### src/hw/rtl/rttu_pkg.sv
// ----------------------------------------------------------------------------
// rttu_pkg
// Shared constants, types and the character-to-digit function of the radix
// text to unsigned parser.
// ----------------------------------------------------------------------------
package rttu_pkg;

    localparam longint unsigned RTTU_MAX_LENGTH = 64'd65535;

    localparam int RTTU_CH_W     = 8;
    localparam int RTTU_BASE_W   = 6;
    localparam int RTTU_VALUE_W  = 64;
    localparam int RTTU_OFFSET_W = 16;

    typedef logic [RTTU_CH_W-1:0]     t_char;
    typedef logic [RTTU_BASE_W-1:0]   t_base;
    typedef logic [RTTU_VALUE_W-1:0]  t_value;
    typedef logic [RTTU_OFFSET_W-1:0] t_offset;

    localparam t_char CH_TAB   = 8'h09;
    localparam t_char CH_CR    = 8'h0D;
    localparam t_char CH_SPACE = 8'h20;
    localparam t_char CH_PLUS  = 8'h2B;
    localparam t_char CH_MINUS = 8'h2D;
    localparam t_char CH_ZERO  = 8'h30;
    localparam t_char CH_NINE  = 8'h39;
    localparam t_char CH_UP_A  = 8'h41;
    localparam t_char CH_UP_B  = 8'h42;
    localparam t_char CH_UP_X  = 8'h58;
    localparam t_char CH_UP_Z  = 8'h5A;
    localparam t_char CH_LO_A  = 8'h61;
    localparam t_char CH_LO_B  = 8'h62;
    localparam t_char CH_LO_X  = 8'h78;
    localparam t_char CH_LO_Z  = 8'h7A;

    localparam t_base BASE_AUTO = 6'd0;
    localparam t_base BASE_BIN  = 6'd2;
    localparam t_base BASE_OCT  = 6'd8;
    localparam t_base BASE_DEC  = 6'd10;
    localparam t_base BASE_HEX  = 6'd16;
    localparam t_base BASE_MAX  = 6'd36;

    localparam t_offset OFFSET_MAX = 16'hFFFF;

    // 36 marks a byte that is no digit in any base
    function automatic t_base digit_of(input t_char c);
        t_base d;
        d = BASE_MAX;
        if (c >= CH_ZERO && c <= CH_NINE) begin
            d = RTTU_BASE_W'(c - CH_ZERO);
        end else if (c >= CH_LO_A && c <= CH_LO_Z) begin
            d = RTTU_BASE_W'(c - CH_LO_A) + BASE_DEC;
        end else if (c >= CH_UP_A && c <= CH_UP_Z) begin
            d = RTTU_BASE_W'(c - CH_UP_A) + BASE_DEC;
        end
        return d;
    endfunction

endpackage

### src/hw/rtl/radix_text_to_unsigned_parser.sv
// ----------------------------------------------------------------------------
// radix_text_to_unsigned_parser
// Streaming text-to-unsigned conversion: white space, sign, base prefix and
// digits up to base 36, with saturation on overflow.
// ----------------------------------------------------------------------------
// The parser takes one character word per cycle with no gaps and gives one
// result word per string from the result register: the word marked last
// sits in the input register for the cycle while the character decode
// and the accumulator multiply-add (64 by 6 bits) feed the result register.
// That multiply-add with its overflow test is the only path that spans the
// cycle. Input only stalls when a last word meets a result that has not been
// taken. The radix register is sampled at the first character that is not
// white space; write it only between strings. No clearing pass follows reset.
// ----------------------------------------------------------------------------
module radix_text_to_unsigned_parser
    import rttu_pkg::*;
#(
    parameter longint unsigned MAX_LENGTH = RTTU_MAX_LENGTH
) (
    input  logic          i_clk,
    input  logic          i_rst_n,
    input  logic          i_cfg_we,
    input  logic [5:0]    i_cfg_data,
    input  logic          i_in_valid,
    output logic          o_in_ready,
    input  logic [7:0]    i_ch,
    input  logic          i_last,
    output logic          o_out_valid,
    input  logic          i_out_ready,
    output logic [63:0]   o_value,
    output logic [15:0]   o_end_offset,
    output logic          o_overflow,
    output logic          o_no_digits
);

    localparam int PW = $clog2(MAX_LENGTH + 64'd1);
    localparam int OW = (PW > RTTU_OFFSET_W) ? PW : RTTU_OFFSET_W;
    localparam int MW = RTTU_VALUE_W + RTTU_BASE_W;
    localparam logic [PW-1:0] MAX_POS = PW'(MAX_LENGTH);

    localparam logic [2:0] PH_SPACE  = 3'd0;
    localparam logic [2:0] PH_FIRST  = 3'd1;
    localparam logic [2:0] PH_ZERO   = 3'd2;
    localparam logic [2:0] PH_PREFIX = 3'd3;
    localparam logic [2:0] PH_DIGITS = 3'd4;
    localparam logic [2:0] PH_DONE   = 3'd5;

    t_base          r_radix;

    logic           r_in_valid;
    t_char          r_ch;
    logic           r_last;

    logic [2:0]     r_phase, n_phase;
    logic           r_neg, n_neg;
    t_value         r_acc, n_acc;
    t_base          r_base, n_base;
    logic [PW-1:0]  r_pos;
    logic [PW-1:0]  r_mark, n_mark;
    logic           r_sat, n_sat;

    logic           r_out_valid;
    t_value         r_out_acc;
    logic           r_out_neg;
    t_offset        r_out_off;
    logic           r_out_sat;
    logic           r_out_none;

    logic           proc_go;
    logic           is_space;
    t_base          dig;
    t_base          lr;
    t_base          fp_base, fp_base10;
    t_base          dig_base;
    logic [MW-1:0]  prod;
    logic           fits;
    logic           do_digit;
    logic [PW-1:0]  after;
    logic [OW-1:0]  mark_ext;
    t_offset        off;

    assign proc_go    = r_in_valid && (!r_last || !r_out_valid || i_out_ready);
    assign o_in_ready = !r_in_valid || proc_go;

    assign is_space = (r_ch == CH_SPACE) || (r_ch >= CH_TAB && r_ch <= CH_CR);
    assign dig      = digit_of(r_ch);
    assign after    = (r_pos < MAX_POS) ? r_pos + PW'(1) : MAX_POS;

    always_comb begin
        if (r_radix == BASE_AUTO) begin
            lr = BASE_AUTO;
        end else if (r_radix < BASE_BIN) begin
            lr = BASE_BIN;
        end else if (r_radix > BASE_MAX) begin
            lr = BASE_MAX;
        end else begin
            lr = r_radix;
        end
    end

    assign fp_base   = (r_phase == PH_SPACE) ? lr : r_base;
    assign fp_base10 = (fp_base == BASE_AUTO) ? BASE_DEC : fp_base;
    assign dig_base  = (r_phase == PH_ZERO && r_base == BASE_AUTO) ? BASE_OCT : r_base;

    assign prod = MW'(r_acc) * MW'(dig_base) + MW'(dig);
    assign fits = (prod[MW-1:RTTU_VALUE_W] == '0);

    always_comb begin
        n_phase  = r_phase;
        n_neg    = r_neg;
        n_acc    = r_acc;
        n_base   = r_base;
        n_mark   = r_mark;
        n_sat    = r_sat;
        do_digit = 1'b0;
        unique case (r_phase)
            PH_SPACE, PH_FIRST: begin
                if (r_phase == PH_FIRST || !is_space) begin
                    n_base = fp_base;
                    if (r_phase == PH_SPACE && (r_ch == CH_MINUS || r_ch == CH_PLUS)) begin
                        n_neg   = (r_ch == CH_MINUS);
                        n_phase = PH_FIRST;
                    end else if (r_ch == CH_ZERO) begin
                        n_acc  = '0;
                        n_mark = after;
                        if (fp_base == BASE_AUTO || fp_base == BASE_HEX ||
                            fp_base == BASE_BIN) begin
                            n_phase = PH_ZERO;
                        end else begin
                            n_phase = PH_DIGITS;
                        end
                    end else begin
                        n_base = fp_base10;
                        if (dig < fp_base10) begin
                            n_acc   = RTTU_VALUE_W'(dig);
                            n_mark  = after;
                            n_phase = PH_DIGITS;
                        end else begin
                            n_phase = PH_DONE;
                        end
                    end
                end
            end
            PH_ZERO: begin
                if ((r_ch == CH_LO_X || r_ch == CH_UP_X) &&
                    (r_base == BASE_AUTO || r_base == BASE_HEX)) begin
                    n_base  = BASE_HEX;
                    n_phase = PH_PREFIX;
                end else if ((r_ch == CH_LO_B || r_ch == CH_UP_B) &&
                             (r_base == BASE_AUTO || r_base == BASE_BIN)) begin
                    n_base  = BASE_BIN;
                    n_phase = PH_PREFIX;
                end else begin
                    n_base   = dig_base;
                    n_phase  = PH_DIGITS;
                    do_digit = 1'b1;
                end
            end
            PH_PREFIX: begin
                if (dig < r_base) begin
                    n_phase  = PH_DIGITS;
                    do_digit = 1'b1;
                end else begin
                    n_phase = PH_DONE;
                end
            end
            PH_DIGITS: begin
                do_digit = 1'b1;
            end
            default: begin
            end
        endcase
        if (do_digit) begin
            if (dig >= dig_base) begin
                n_phase = PH_DONE;
            end else begin
                if (!r_sat) begin
                    if (fits) begin
                        n_acc = prod[RTTU_VALUE_W-1:0];
                    end else begin
                        n_sat = 1'b1;
                    end
                end
                n_mark = after;
            end
        end
    end

    assign mark_ext = OW'(n_mark);
    assign off      = (mark_ext > OW'(OFFSET_MAX)) ? OFFSET_MAX
                                                   : mark_ext[RTTU_OFFSET_W-1:0];

    always_ff @(posedge i_clk) begin
        if (!i_rst_n) begin
            r_radix <= BASE_AUTO;
        end else if (i_cfg_we) begin
            r_radix <= i_cfg_data;
        end
    end

    always_ff @(posedge i_clk) begin
        if (!i_rst_n) begin
            r_in_valid <= 1'b0;
        end else if (o_in_ready) begin
            r_in_valid <= i_in_valid;
        end
    end

    always_ff @(posedge i_clk) begin
        if (o_in_ready && i_in_valid) begin
            r_ch   <= i_ch;
            r_last <= i_last;
        end
    end

    always_ff @(posedge i_clk) begin
        if (!i_rst_n) begin
            r_phase <= PH_SPACE;
            r_neg   <= 1'b0;
            r_acc   <= '0;
            r_base  <= BASE_AUTO;
            r_pos   <= '0;
            r_mark  <= '0;
            r_sat   <= 1'b0;
        end else if (proc_go) begin
            if (r_last) begin
                r_phase <= PH_SPACE;
                r_neg   <= 1'b0;
                r_acc   <= '0;
                r_base  <= BASE_AUTO;
                r_pos   <= '0;
                r_mark  <= '0;
                r_sat   <= 1'b0;
            end else begin
                r_phase <= n_phase;
                r_neg   <= n_neg;
                r_acc   <= n_acc;
                r_base  <= n_base;
                r_pos   <= after;
                r_mark  <= n_mark;
                r_sat   <= n_sat;
            end
        end
    end

    always_ff @(posedge i_clk) begin
        if (!i_rst_n) begin
            r_out_valid <= 1'b0;
        end else if (proc_go && r_last) begin
            r_out_valid <= 1'b1;
        end else if (i_out_ready) begin
            r_out_valid <= 1'b0;
        end
    end

    always_ff @(posedge i_clk) begin
        if (proc_go && r_last) begin
            r_out_none <= (n_mark == '0);
            r_out_sat  <= (n_mark != '0) && n_sat;
            r_out_neg  <= n_neg;
            r_out_acc  <= (n_mark == '0) ? '0 : n_acc;
            r_out_off  <= (n_mark == '0) ? '0 : off;
        end
    end

    assign o_out_valid  = r_out_valid;
    assign o_value      = r_out_sat ? '1 : (r_out_neg ? '0 - r_out_acc : r_out_acc);
    assign o_end_offset = r_out_off;
    assign o_overflow   = r_out_sat;
    assign o_no_digits  = r_out_none;

    a_no_digits_zero: assert property (@(posedge i_clk) disable iff (!i_rst_n)
        o_out_valid && o_no_digits |-> o_value == '0 && o_end_offset == '0 && !o_overflow)
        else $error("no-digit result carries a value");

    a_overflow_ones: assert property (@(posedge i_clk) disable iff (!i_rst_n)
        o_out_valid && o_overflow |-> o_value == '1 && !o_no_digits)
        else $error("saturated result is not all ones");

    a_offset_set: assert property (@(posedge i_clk) disable iff (!i_rst_n)
        o_out_valid && !o_no_digits |-> o_end_offset != '0)
        else $error("digits found but no characters consumed");

    a_state_cleared: assert property (@(posedge i_clk) disable iff (!i_rst_n)
        proc_go && r_last |=> r_phase == PH_SPACE && r_mark == '0 && r_pos == '0 && !r_sat)
        else $error("parser state not cleared after end of string");

endmodule
### config.mk
export PLATFORM = sky130hd
export DESIGN_NAME = radix_text_to_unsigned_parser
export DESIGN_NICKNAME = d
export VERILOG_FILES = /design/src/hw/rtl/rttu_pkg.sv /design/src/hw/rtl/radix_text_to_unsigned_parser.sv
export SDC_FILE = /design/constraint.sdc
export NUM_CORES = 1
export LEC_CHECK = 0
export ABC_AREA = 1
export CAP_MARGIN = 30
export CORE_MARGIN = 2
export CORE_UTILIZATION = 25
export DETAILED_ROUTE_END_ITERATION = 10
export DONT_BUFFER_PORTS = 1
export PLACE_DENSITY = 0.36
export SLEW_MARGIN = 20
export SYNTH_ARGS = -nofsm -noshare
export SYNTH_HDL_FRONTEND = slang
export SYNTH_SLANG_ARGS = --single-unit
### constraint.sdc
create_clock -name i_clk -period 7.7 [get_ports i_clk]
set_input_delay 1.54 -clock i_clk [delete_from_list [all_inputs] [get_ports i_clk]]
set_output_delay 1.54 -clock i_clk [all_outputs]
set_load 0.01 [all_outputs]
==> impl_metrics.csv <==
group,metric,value,unit
floorplan,die-height,331,µm
synthesis,synth.area.top_cells,"fa_1 (19%), nand2_1 (15%), inv_1 (10%)",
timing,slew_violations,0,
timing,clock.fmax,0.146,GHz
synthesis,syn_inst,3950,
finish,nets,4275,
floorplan,die_w,331,µm
synthesis,synth_edf_count,92,
clock_network,clkSinkCount,207,
grt,grt_max_degree,68,
floorplan,core-area,106000,µm²
critical_path,worstSetupEndpointType,"flip-flop",
min_path,worstHoldPathType,"flip-flop to flip-flop",
clock_network,cts-root-buf,"clkbuf_16",
place,place.gp.congestion,0.865,
critical_path,critPathArrivalTime,7170,ps
grt,grt_pass1_wl,151000,µm
clock_network,numCtsBuffers,28,
min_path,whs_endpoint,"r_mark[10]",
clock_network,path_clk_slew,60,ps
detailed_routing,vias_per_cell,4.52,
synthesis,synth_seq_cells,207,
synthesis,yosysSeqAreaShare,18.9,%
timing,timing.final.ws_setup,859,ps
grt,gr-usage-all-layers,17.6,%
grt,grt_pass1_vias,24700,
min_path,whs_path_depth,2,
timing,setup_tns,0,ps
detailed_routing,totalWireLength,95800,µm
detailed_routing,drtPass1Iterations,5,
detailed_routing,top_layer_used,"met4",
detailed_routing,met1_length,48600,µm
critical_path,cp-start-kind,"flip-flop",
status,status,"complete, no violations",
synthesis,synth_nets,4396,
timing,rsz0062_at_grt,"false",
timing,relSlewSlack,34.5,%
timing,setup_viol,0,
min_path,hp-start,"r_mark[10]",
synthesis,yosys_warnings,0,
critical_path,cp_slowest_cell,"fa_1",
clock_network,ctsResizeCount,0,
synthesis,synth_cell_types,50,
pwr,pwr_density_cell,109,nW/µm²
detailed_routing,vias,23700,
clock_network,cts_tree,"built",
grt,overflow,0,
pwr,p_switching,1080,µW
floorplan,row_count,119,
critical_path,path_class,"flip-flop to flip-flop",
pwr,switching_share,34.3,%
detailed_routing,met3_length,3180,µm
pwr,clkPwrFrac,40.2,%
synthesis,syn_area,26700,µm²
pwr,seqPwrFrac,39.2,%
critical_path,r2r_start,"r_base[3]",
pwr,p_int,2080,µW
floorplan,start_util,25.3,%
critical_path,crit_buf_inv,6,
place,numPortBuffers,0,
finish,layout-drive-gt1-share,3.38,%
clock_network,clock_latency,610,ps
synthesis,async_reset_ff_share,0,%
detailed_routing,drc,0,
critical_path,timing.critical_path.from,"r_base[3]",
pwr,comb_power_share,20.6,%
clock_network,cts_max_level,1,
synthesis,synth_area_per_cell,6.77,µm²
finish,area_growth,8.01,%
critical_path,r2r_slack,860,ps
critical_path,slowest_delay,550,ps
detailed_routing,antenna_left,0,
detailed_routing,wl_per_cell,18.3,µm
place,hpwl,76400,µm
synthesis,yosys.area.top_type,"fa_1",
detailed_routing,met2WireLength,43100,µm
floorplan,io_pins,104,
pwr,vdd_ir_drop_max,0.142,mV
place,post-place-ws,845,ps
finish,antenna-diode-count,0,
grt,antenna_found_initial,0,
floorplan,die-area,110000,µm²
synthesis,yosys.area.top_type_share,18.9,%
clock_network,cts-hold-fix-buffers,0,
clock_network,cts_post_setup_buffers_inserted,0,
critical_path,r2r-end,"r_out_acc[41]",
timing,period_share,88.8,%
critical_path,reg2regPathDepth,31,
critical_path,path_common_cell,"nand2_1",
flow_run,maxCapViolCount,0,
detailed_routing,first_iter_violations,1421,
critical_path,critPathMaxFanout,27,
synthesis,synth_flop_cell,"dfxtp_1",
pwr,leakagePower,0.0153,µW
critical_path,crit_required,8030,ps
clock_network,clockBufferDepth,3,
timing,hold_violations,0,
timing,min_period,6840,ps
critical_path,critical-path-top-delay-family,"adder cells",
timing,fin_skew,25.1,ps
timing,tightest_slew,982,ps
-- Yosys cell counts (3+ instances only) --
library cell  count
a211oi_1          3
a21boi_0          7
a21o_1            9
a21oi_1         268
a31oi_1          14
and3_1            6
buf_1            17
buf_2            15
buf_6             6
clkbuf_1         93
clkbuf_2         58
dfxtp_1         115
edfxtp_1         92
fa_1            252
ha_1            174
inv_1           744
inv_2             6
nand2_1        1056
nand2_2           6
nand3_1         167
nand3b_1         25
nand4_1          52
nor2_1          384
nor3_1           46
nor3_2            3
nor4_1           22
o211ai_1         11
o21a_1            9
o21ai_0         167
o21ai_1           5
o21bai_1         14
or2_2            15
xnor2_1          26
xor2_1           39
-- state kept, by name, indices dropped and copies added (netlist names), 6 cells and up --
name          count
r_ch              8
r_base            6
o_end_offset     16
r_out_acc        64
r_radix           6
r_acc            64
r_mark           16
r_pos            16
-- worst reg2reg max path, delay by kind of cell, from the launching register on --
family	cells	cell delay (ps)
adders and majority gates	5	2400
AOI/OAI and AO/OA	3	570
and+or+nand+nor	17	2410
buffers and inverters	6	800
DFF	1	390
-- metal layers --
| layer | vias up | track usage, % |
|---|---|---|
| met4 | 0 | 2.22 |
| met5 | - | 0 |
| li1 | 12000 | - |
| met2 | 352 | 29.1 |
| met1 | 11300 | 25.8 |
| met3 | 48 | 1.24 |
-- layout by cell type, fill, tap and decap left out, types with 52 or more instances in the layout --
master | netlist | routed
fa_1 | 252 | 252
ha_1 | 174 | 174
o21ai_0 | 167 | 167
nand4_1 | 52 | 52
nor2_1 | 384 | 380
nand2_1 | 1056 | 1054
dfxtp_1 | 115 | 110
nand3_1 | 167 | 167
a21oi_1 | 268 | 267
edfxtp_1 | 92 | 92
inv_1 | 744 | 742
-- cell type report --
class	instances	area [µm²]
fill	11900	76800
multi-input combinational	2802	18100
sequential	207	5070
inverter	750	2820
tap	1391	1740
clock buffer	43	767
timing repair buffer	40	338
clock inverter	9	98.8
-- worst max-delay path by stage --
stage	to	slack [ps]	cells past startpoint
floorplan	r_out_acc[37]	1610	36
global placement	r_out_acc[4]	940	32
detailed placement	r_out_acc[4]	840	34
CTS	r_out_acc[41]	790	31
global route	r_out_acc[35]	340	29
finish	r_out_acc[41]	860	31
-- kinds of logic after synthesis --
family                   after synthesis  share of synthesized area (%)
XOR/XNOR                              65                           2.13
flip-flops                           207                           18.9
adder cells (fa/ha/maj)              426                           27.0
buffers and inverters                941                           13.7
AND/OR/NAND/NOR                     1791                           27.7
AO/OA/AOI/OAI                        520                           10.5
-- stage by stage --
stage / std cells / util [%] / area [µm²] / total power [µW] / hold WS, ps
floorplan: 3950 / - / 26700 / 1700 / 440
global placement: 5189 / 26.5 / 28000 / 1930 / 451
detailed placement: 5190 / 26.5 / 28000 / 1920 / 453
CTS: 5242 / 27.3 / 28900 / 3220 / 463
global route: 5242 / 27.3 / 28900 / 3350 / 476
finish: 5242 / 27.3 / 28900 / 3160 / 461
-- power groups by stage --
stage               clock network [µW]  registers (µW)  logic, µW
CTS                               1320            1240        661
global route                      1360            1250        738
detailed placement                   0            1260        659
global placement                     0            1270        660
floorplan                            0            1240        463
finish                            1270            1240        650
Power figures use the tool's default switching activity.
